<file path="src/hw/rtl/dqsj_pkg.sv">
`default_nettype none
package dqsj_pkg;

   localparam int QUEUE_DEPTH = 16;
   localparam int PTR_W = (QUEUE_DEPTH > 1) ? $clog2(QUEUE_DEPTH) : 1;
   localparam int CNT_W = $clog2(QUEUE_DEPTH + 1);

   localparam int TICK_W  = 32;
   localparam int SVC_W   = 4;
   localparam int TOTAL_W = 32;
   localparam int SUM_W   = 40;

   typedef struct packed {
      logic [TICK_W-1:0] arrive;
      logic [SVC_W-1:0]  service;
   } entry_type;

   localparam int ENTRY_W = $bits(entry_type);

   // Events of one finished tick, handed to the statistics unit.
   typedef struct packed {
      logic              fire;
      logic              joined;
      logic              turned;
      logic [1:0]        started;
      logic [TICK_W-1:0] wait_one;
      logic [TICK_W-1:0] wait_two;
      logic [CNT_W-1:0]  length_one;
      logic [CNT_W-1:0]  length_two;
   } stats_event_type;

   function automatic logic [PTR_W-1:0] ptr_next(input logic [PTR_W-1:0] ptr);
      logic [PTR_W-1:0] res;
      if (ptr == PTR_W'(QUEUE_DEPTH - 1)) begin
         res = '0;
      end else begin
         res = ptr + PTR_W'(1);
      end
      return res;
   endfunction

endpackage
`default_nettype wire

</file>
<file path="src/hw/rtl/dual_queue_shortest_join_dispatch_top.sv">
// Two-server join-shortest-queue dispatcher. Each item on the req_ channel
// is one simulated tick: req_arrival says whether a job arrives and
// req_service_time gives the ticks it will occupy its server. For every
// item exactly one result leaves on the rsp_ channel: whether the job
// joined a queue or was turned away, which queue it joined, how many jobs
// started service, both queue lengths after the tick and the saturating
// totals and sums. Both channels use valid and stall.
// An accepted item takes the block to ST_EXEC, and the queue heads are
// read from synchronous RAMs at the accepting edge; the result register
// is loaded as ST_EXEC is left. No new item is taken while in ST_EXEC.
// While a result waits under rsp_stall the next item is still accepted and
// its queue heads read, but it is not finished until the waiting result
// has been taken; req_stall stays high meanwhile.
// Reset is synchronous: queues empty, servers idle, tick counter and all
// totals zero, no result pending. No clearing pass is needed, as queue
// entries are only ever used after they have been written.
`default_nettype none
module dual_queue_shortest_join_dispatch_top import dqsj_pkg::*; (
   input  wire logic               clock,
   input  wire logic               reset,
   input  wire logic               req_valid,
   output      logic               req_stall,
   input  wire logic               req_arrival,
   input  wire logic [SVC_W-1:0]   req_service_time,
   output      logic               rsp_valid,
   input  wire logic               rsp_stall,
   output      logic               rsp_joined,
   output      logic               rsp_turned_away,
   output      logic               rsp_queue_chosen,
   output      logic [1:0]         rsp_started_service,
   output      logic [CNT_W-1:0]   rsp_length_one,
   output      logic [CNT_W-1:0]   rsp_length_two,
   output      logic [TOTAL_W-1:0] rsp_customers_total,
   output      logic [TOTAL_W-1:0] rsp_served_total,
   output      logic [TOTAL_W-1:0] rsp_rejected_total,
   output      logic [SUM_W-1:0]   rsp_length_sum,
   output      logic [SUM_W-1:0]   rsp_wait_sum
);

   typedef enum logic {
      ST_IDLE,
      ST_EXEC
   } state_type;

   localparam logic [CNT_W-1:0] FULL_COUNT = CNT_W'(QUEUE_DEPTH);

   state_type         state_ff, state_in;
   logic              rsp_valid_ff, rsp_valid_in;
   logic              joined_ff, joined_in;
   logic              turned_ff, turned_in;
   logic              chosen_ff, chosen_in;
   logic [1:0]        started_ff, started_in;

   logic              arrival_ff;
   logic [SVC_W-1:0]  service_ff;

   logic [TICK_W-1:0] tick_ff, tick_in;
   logic [PTR_W-1:0]  head1_ff, head1_in, tail1_ff, tail1_in;
   logic [PTR_W-1:0]  head2_ff, head2_in, tail2_ff, tail2_in;
   logic [CNT_W-1:0]  cnt1_ff, cnt1_in, cnt2_ff, cnt2_in;
   logic [SVC_W-1:0]  rem1_ff, rem1_in, rem2_ff, rem2_in;

   logic              accept, exec_go;
   logic              full1, full2, take, pick_two, push1, push2;
   logic [CNT_W-1:0]  cnt1_mid, cnt2_mid;
   logic              serve1, serve2;
   logic [SVC_W-1:0]  load1, load2;
   entry_type         new_entry, rd1_entry, rd2_entry, pop1_entry, pop2_entry;
   logic [ENTRY_W-1:0] rd1_bits, rd2_bits;
   stats_event_type   stats_event;

   assign accept    = req_valid && !req_stall;
   assign req_stall = (state_ff != ST_IDLE);
   assign exec_go   = (state_ff == ST_EXEC) && (!rsp_valid_ff || !rsp_stall);

   assign new_entry.arrive  = tick_ff;
   assign new_entry.service = service_ff;
   assign rd1_entry = entry_type'(rd1_bits);
   assign rd2_entry = entry_type'(rd2_bits);

   dqsj_ram #(
      .DEPTH  (QUEUE_DEPTH),
      .ADDR_W (PTR_W),
      .DATA_W (ENTRY_W)
   ) u_ram_one (
      .clock   (clock),
      .wr_en   (exec_go && push1),
      .wr_addr (tail1_ff),
      .wr_data (new_entry),
      .rd_en   (accept),
      .rd_addr (head1_ff),
      .rd_data (rd1_bits)
   );

   dqsj_ram #(
      .DEPTH  (QUEUE_DEPTH),
      .ADDR_W (PTR_W),
      .DATA_W (ENTRY_W)
   ) u_ram_two (
      .clock   (clock),
      .wr_en   (exec_go && push2),
      .wr_addr (tail2_ff),
      .wr_data (new_entry),
      .rd_en   (accept),
      .rd_addr (head2_ff),
      .rd_data (rd2_bits)
   );

   always_comb begin
      full1    = (cnt1_ff == FULL_COUNT);
      full2    = (cnt2_ff == FULL_COUNT);
      take     = arrival_ff && !(full1 && full2);
      if (full1) begin
         pick_two = 1'b1;
      end else if (full2) begin
         pick_two = 1'b0;
      end else begin
         pick_two = (cnt1_ff > cnt2_ff);
      end
      push1    = take && !pick_two;
      push2    = take && pick_two;
      cnt1_mid = cnt1_ff + CNT_W'(push1);
      cnt2_mid = cnt2_ff + CNT_W'(push2);
      serve1   = (rem1_ff == '0) && (cnt1_mid != '0);
      serve2   = (rem2_ff == '0) && (cnt2_mid != '0);
      // A queue that was empty can only pop the job pushed in this very
      // tick, which is not yet in the RAM, so it is forwarded.
      pop1_entry = (cnt1_ff == '0) ? new_entry : rd1_entry;
      pop2_entry = (cnt2_ff == '0) ? new_entry : rd2_entry;
      load1    = serve1 ? pop1_entry.service : rem1_ff;
      load2    = serve2 ? pop2_entry.service : rem2_ff;

      state_in     = state_ff;
      rsp_valid_in = rsp_valid_ff && rsp_stall;
      joined_in    = joined_ff;
      turned_in    = turned_ff;
      chosen_in    = chosen_ff;
      started_in   = started_ff;
      tick_in      = tick_ff;
      head1_in     = head1_ff;
      tail1_in     = tail1_ff;
      head2_in     = head2_ff;
      tail2_in     = tail2_ff;
      cnt1_in      = cnt1_ff;
      cnt2_in      = cnt2_ff;
      rem1_in      = rem1_ff;
      rem2_in      = rem2_ff;

      unique case (state_ff)
         ST_IDLE: begin
            if (accept) begin
               state_in = ST_EXEC;
            end
         end
         ST_EXEC: begin
            if (exec_go) begin
               state_in     = ST_IDLE;
               rsp_valid_in = 1'b1;
               joined_in    = take;
               turned_in    = arrival_ff && full1 && full2;
               chosen_in    = push2;
               started_in   = 2'(serve1) + 2'(serve2);
               tick_in      = tick_ff + TICK_W'(1);
               if (push1) begin
                  tail1_in = ptr_next(tail1_ff);
               end
               if (push2) begin
                  tail2_in = ptr_next(tail2_ff);
               end
               if (serve1) begin
                  head1_in = ptr_next(head1_ff);
               end
               if (serve2) begin
                  head2_in = ptr_next(head2_ff);
               end
               cnt1_in = cnt1_mid - CNT_W'(serve1);
               cnt2_in = cnt2_mid - CNT_W'(serve2);
               rem1_in = (load1 != '0) ? load1 - SVC_W'(1) : load1;
               rem2_in = (load2 != '0) ? load2 - SVC_W'(1) : load2;
            end
         end
         default: begin
            state_in = ST_IDLE;
         end
      endcase
   end

   always_comb begin
      stats_event.fire       = exec_go;
      stats_event.joined     = take;
      stats_event.turned     = arrival_ff && full1 && full2;
      stats_event.started    = 2'(serve1) + 2'(serve2);
      stats_event.wait_one   = serve1 ? tick_ff - pop1_entry.arrive : '0;
      stats_event.wait_two   = serve2 ? tick_ff - pop2_entry.arrive : '0;
      stats_event.length_one = cnt1_in;
      stats_event.length_two = cnt2_in;
   end

   always_ff @(posedge clock) begin
      if (reset) begin
         state_ff     <= ST_IDLE;
         rsp_valid_ff <= 1'b0;
         tick_ff      <= '0;
         head1_ff     <= '0;
         tail1_ff     <= '0;
         head2_ff     <= '0;
         tail2_ff     <= '0;
         cnt1_ff      <= '0;
         cnt2_ff      <= '0;
         rem1_ff      <= '0;
         rem2_ff      <= '0;
      end else begin
         state_ff     <= state_in;
         rsp_valid_ff <= rsp_valid_in;
         tick_ff      <= tick_in;
         head1_ff     <= head1_in;
         tail1_ff     <= tail1_in;
         head2_ff     <= head2_in;
         tail2_ff     <= tail2_in;
         cnt1_ff      <= cnt1_in;
         cnt2_ff      <= cnt2_in;
         rem1_ff      <= rem1_in;
         rem2_ff      <= rem2_in;
      end
      joined_ff  <= joined_in;
      turned_ff  <= turned_in;
      chosen_ff  <= chosen_in;
      started_ff <= started_in;
      if (accept) begin
         arrival_ff <= req_arrival;
         service_ff <= req_service_time;
      end
   end

   dqsj_stats u_stats (
      .clock           (clock),
      .reset           (reset),
      .event_in        (stats_event),
      .customers_total (rsp_customers_total),
      .served_total    (rsp_served_total),
      .rejected_total  (rsp_rejected_total),
      .length_sum      (rsp_length_sum),
      .wait_sum        (rsp_wait_sum)
   );

   // Lengths and totals only change when a tick finishes, which is also
   // when the result register is loaded, so they serve as result fields.
   assign rsp_valid           = rsp_valid_ff;
   assign rsp_joined          = joined_ff;
   assign rsp_turned_away     = turned_ff;
   assign rsp_queue_chosen    = chosen_ff;
   assign rsp_started_service = started_ff;
   assign rsp_length_one      = cnt1_ff;
   assign rsp_length_two      = cnt2_ff;

endmodule
`default_nettype wire

</file>
<file path="src/hw/rtl/dqsj_ram.sv">
`default_nettype none
module dqsj_ram #(
   parameter int DEPTH  = 16,
   parameter int ADDR_W = 4,
   parameter int DATA_W = 36
) (
   input  wire logic              clock,
   input  wire logic              wr_en,
   input  wire logic [ADDR_W-1:0] wr_addr,
   input  wire logic [DATA_W-1:0] wr_data,
   input  wire logic              rd_en,
   input  wire logic [ADDR_W-1:0] rd_addr,
   output      logic [DATA_W-1:0] rd_data
);

   logic [DATA_W-1:0] mem_ff [DEPTH];
   logic [DATA_W-1:0] rd_data_ff;

   always_ff @(posedge clock) begin
      if (wr_en) begin
         mem_ff[wr_addr] <= wr_data;
      end
      if (rd_en) begin
         rd_data_ff <= mem_ff[rd_addr];
      end
   end

   assign rd_data = rd_data_ff;

endmodule
`default_nettype wire

</file>
<file path="src/hw/rtl/dqsj_stats.sv">
`default_nettype none
module dqsj_stats import dqsj_pkg::*; (
   input  wire logic             clock,
   input  wire logic             reset,
   input  wire stats_event_type  event_in,
   output      logic [TOTAL_W-1:0] customers_total,
   output      logic [TOTAL_W-1:0] served_total,
   output      logic [TOTAL_W-1:0] rejected_total,
   output      logic [SUM_W-1:0]   length_sum,
   output      logic [SUM_W-1:0]   wait_sum
);

   localparam logic [TOTAL_W-1:0] MAX_TOTAL = '1;
   localparam logic [SUM_W-1:0]   MAX_SUM   = '1;

   logic [TOTAL_W-1:0] accepted_ff, accepted_in;
   logic [TOTAL_W-1:0] served_ff, served_in;
   logic [TOTAL_W-1:0] rejected_ff, rejected_in;
   logic [SUM_W-1:0]   length_ff, length_in;
   logic [SUM_W-1:0]   wait_ff, wait_in;

   logic [TOTAL_W:0]   served_wide;
   logic [SUM_W:0]     length_wide;
   logic [SUM_W+1:0]   wait_wide;

   always_comb begin
      accepted_in = accepted_ff;
      rejected_in = rejected_ff;
      served_wide = {1'b0, served_ff} + (TOTAL_W + 1)'(event_in.started);
      length_wide = {1'b0, length_ff} + (SUM_W + 1)'(event_in.length_one)
                    + (SUM_W + 1)'(event_in.length_two);
      // Both delays go in together; saturating once at the end gives the
      // same answer as saturating after each addition.
      wait_wide   = {2'b00, wait_ff} + (SUM_W + 2)'(event_in.wait_one)
                    + (SUM_W + 2)'(event_in.wait_two);
      served_in   = served_ff;
      length_in   = length_ff;
      wait_in     = wait_ff;
      if (event_in.fire) begin
         if (event_in.joined && accepted_ff != MAX_TOTAL) begin
            accepted_in = accepted_ff + TOTAL_W'(1);
         end
         if (event_in.turned && rejected_ff != MAX_TOTAL) begin
            rejected_in = rejected_ff + TOTAL_W'(1);
         end
         served_in = served_wide[TOTAL_W] ? MAX_TOTAL : served_wide[TOTAL_W-1:0];
         length_in = length_wide[SUM_W] ? MAX_SUM : length_wide[SUM_W-1:0];
         wait_in   = (wait_wide[SUM_W+1:SUM_W] != 2'b00) ? MAX_SUM
                                                         : wait_wide[SUM_W-1:0];
      end
   end

   always_ff @(posedge clock) begin
      if (reset) begin
         accepted_ff <= '0;
         served_ff   <= '0;
         rejected_ff <= '0;
         length_ff   <= '0;
         wait_ff     <= '0;
      end else begin
         accepted_ff <= accepted_in;
         served_ff   <= served_in;
         rejected_ff <= rejected_in;
         length_ff   <= length_in;
         wait_ff     <= wait_in;
      end
   end

   assign customers_total = accepted_ff;
   assign served_total    = served_ff;
   assign rejected_total  = rejected_ff;
   assign length_sum      = length_ff;
   assign wait_sum        = wait_ff;

endmodule
`default_nettype wire

</file>
<file path="config.mk">
export PLATFORM = sky130hd
export DESIGN_NAME = dual_queue_shortest_join_dispatch_top
export DESIGN_NICKNAME = d
export VERILOG_FILES = /design/src/hw/rtl/dqsj_pkg.sv /design/src/hw/rtl/dual_queue_shortest_join_dispatch_top.sv /design/src/hw/rtl/dqsj_ram.sv /design/src/hw/rtl/dqsj_stats.sv
export SDC_FILE = /design/constraint.sdc
export NUM_CORES = 2
export LEC_CHECK = 0
export BUFFER_PORTS_ARGS = -buffer_cell sky130_fd_sc_hd__buf_2
export CORE_ASPECT_RATIO = 1.4
export CORE_UTILIZATION = 60
export CTS_CLUSTER_SIZE = 24
export DETAILED_ROUTE_END_ITERATION = 10
export PLACE_DENSITY_LB_ADDON = 0.1
export SLEW_MARGIN = 40
export SYNTH_ARGS = -nofsm -noshare
export SYNTH_HDL_FRONTEND = slang
export SYNTH_SLANG_ARGS = --single-unit
</file>
<file path="constraint.sdc">
create_clock -name clock -period 12.1 [get_ports clock]
set_clock_uncertainty 0.1 [all_clocks]
set_input_delay 2.42 -clock clock [delete_from_list [all_inputs] [get_ports clock]]
set_output_delay 2.42 -clock clock [all_outputs]
set_load 0.03 [all_outputs]
</file>
==> results.md <==
- Post-CTS Resized: 0
- Commonest non-fill, non-tap cells in the layout: edfxtp_1, mux4_2, nor2_1
- Clock buffer depth: 3
- Top cells by area, synth: edfxtp_1, mux4_2, dfxtp_1
- Number of placement rows: 141
- DP Wirelength: roughly 95 mm
- Max Freq: ~110 MHz
- Antenna violations before repair: 0
- Register area: about 42000 um2
- Area growth syn-to-layout: 12.32%
- Area of the multi-input gates: approximately 22000 um2
- Clk_lat worst skew: a little under 0.8 ns
- Global-route wire length before repair: 234.9 mm
- Synth area leader: edfxtp_1
- Netlist Area Pre-Place: approximately 64000 um2
- Post-synth top area share: 57.62%
- Yosys warns: 0
- Iteration-0 DRC Markers: between 3000 and 4000
- Setup WS post-layout: approximately 2.6 ns
- DR pass1 iterations: 5
- Max Slew Vio Count: 0
- Hold Path Class: flop to flop
- Vias in the first global route: approximately 37000
- Die area: about 110000 um2
- Die W: roughly 280 um
- Initial Utilization: between 60% and 70%
- Worst path required time: approximately 13 ns
- TritonCTS buffer count: 140
- Setup TNS: 0 ns
- Status: finished clean
- Most common cell after layout, fill and taps aside: edfxtp_1
- Period minus WS final: between 9 and 10 ns
- CP startpoint kind: flop
- NumNets Final: between 4000 and 5000
- Antenna Nets Post-Route: 0
- Sequential area share after synthesis: around two thirds
- Power per cell area: about 230 nW/um2
- CP Class: flop to flop
- Die height: roughly 400 um
- Post-synth EDFFs: 1234
- I/O pins: 202
- Element type at the critical path end: flop
- Syn_nets: approximately 4300
- Syn Inst Count: just over 4000
- Placed Instance Area: ~68000 um2
- Final setup violation count: 0
- Library cells used by synthesis: 76
- Via/cell ratio: between 6 and 7
- Max layer used: met4
- Largest net degree at the start of global routing: 76
- CP arrival: around 10 ns
- Grt ovf: 0
- Max-slew headroom: around 43%
- Drc violations: 0
- CTS tree: yes
- Reg-to-reg slack, setup: between 2 and 3 ns
- VDD IR-drop max: between 0.15 and 0.2 mV
- Async set-reset flop share out of synthesis: 0%
- Static Leak: ~26 nW
- Pwr Total: around 17 mW
- I/O Buffers: 201
- Crit path max fanout: 31
- Number of hold buffers added after CTS: 0
- Top_reg_cell synth: edfxtp_1
- Avg Cell Area, Syn: 15.76 um2
- Root buffer cell: clkbuf_16
- FILL cells: roughly 7100
- Ratio of cells with drive above 1 in the final layout: 21.43%
- Final wirelength: between 150 and 200 mm
- Pre-CTS setup slack: 2.758 ns
- Max_cap viols: 0
- Worst-path clk slew: around 0.06 ns
- Wire per inst: 27.15 um
- Metal-1 WL: between 60 and 70 mm
- Period utilization: between 70% and 80%
- CP max stage delay: roughly 0.62 ns
- GRT Util Overall: between 20 and 30%
- CP max-delay cell: o31ai_4
- Met3 Wirelength: approximately 11 mm
- DR vias: between 30000 and 40000
- GPL Wtd Cong: 0.9123
- Routed met2 length: 79.76 mm
- Slew @ Worst Pin: roughly 0.85 ns
- H-tree depth: 4
- Worst hold slack: 0.3852 ns
- Clk sink count: approximately 1500
- Endpoints failing hold: 0
- Final Cell Area: about 72000 um2
- Setup Fix Bufs, Post-CTS: 0
- Core Area: approximately 110000 um2
- Synth Register Bits: about 1500
- RSZ-0062 raised after global routing: false
## flip-flops by register name, indices dropped and copies added, names as in the netlist, 32 cells and up
name,count
u_stats.rejected_total,32
u_stats.customers_total,32
tick_ff,32
u_stats.served_total,32
u_ram_one.mem_ff,576
u_ram_two.mem_ff,576
u_ram_one.rd_data,36
u_ram_two.rd_data,36
u_stats.wait_sum,40
u_stats.length_sum,40
## power breakdown
part           total [mW]  leakage, nW  internal (mW)  switching, mW
clock network        4.47         2.30           2.56           1.92
registers            5.83         14.0           5.66          0.173
logic                6.34         9.31           2.52           3.83
## critical path, delay by kind of cell, from the launching register on
kind / cells / cell delay (ns)
XOR/XNOR: 1 / 0.09
buffers and inverters: 4 / 1.07
adder cells (fa/ha/maj): 5 / 1.55
AND/OR/NAND/NOR: 11 / 1.80
flip-flops: 1 / 0.46
AO/OA/AOI/OAI: 20 / 4.29
## per-layer routing
| metal | up-vias | global-route usage (%) |
|---|---|---|
| li1 | 16580 | - |
| met1 | 19150 | 39.01 |
| met2 | 1511 | 49.83 |
| met3 | 237 | 5.085 |
| met4 | 0 | 9.670 |
| met5 | - | 0 |
## final cells by class
| type | count | area share, % |
|---|---|---|
| flip-flops and latches | 1478 | 58.09 |
| multi-input cells | 2360 | 30.08 |
| clock buffers | 169 | 5.217 |
| repair buffers | 305 | 2.624 |
| well taps | 1358 | 2.352 |
| clock inverters | 83 | 1.252 |
| inverters | 71 | 0.3724 |
| diodes | 1 | 0.003464 |
## path summary, 6_finish.rpt
path | startpoint | end | cells past startpoint
max reg2reg | rsp_length_two[1] | u_stats.wait_sum[5] | 41
min reg2reg | rem2_ff[1] | rem2_ff[1] | 2
min | rem2_ff[1] | rem2_ff[1] | 2
max | rsp_length_two[1] | u_stats.wait_sum[5] | 41
## synth_stat cells, types with 12 or more instances
cell type	n
and4_1	19
edfxtp_1	1234
o211ai_1	14
mux2i_1	76
nor2_1	314
and2_1	25
inv_1	69
o31ai_1	12
xnor2_1	109
and3_1	50
or3_1	17
a21oi_1	217
nand2b_1	27
a311oi_1	17
nand2_1	173
nand3_1	96
dfxtp_1	244
a31oi_1	34
o21ai_0	116
a21o_1	47
nor2b_1	31
nand4_1	49
buf_1	37
o21a_1	26
a211oi_1	23
o21bai_1	15
mux4_2	360
clkbuf_1	131
nor3_1	60
xor2_1	154
ha_1	162
## logic make-up (layout without fill, tap and decap cells)
| logic type | Yosys count | count (layout) | share of synthesized area [%] |
|---|---|---|---|
| buf+inv | 242 | 628 | 1.438 |
| simple gates | 899 | 899 | 6.690 |
| fa+ha+maj | 173 | 173 | 3.494 |
| mux | 444 | 444 | 13.93 |
| compound gates | 580 | 580 | 5.632 |
| other cells | 0 | 1 | 0 |
| flops | 1478 | 1478 | 65.21 |
| xor+xnor | 264 | 264 | 3.607 |
## metrics by stage
| step | instances | util (%) |
|---|---|---|
| global placement | 5565 | 63.67 |
| CTS | 5822 | 68.19 |
| floorplan | 4080 | - |
| global route | 5824 | 68.24 |
| detailed placement | 5570 | 63.78 |
| finish | 5825 | 68.24 |
No activity file was read; power rests on OpenSTA's default activity.
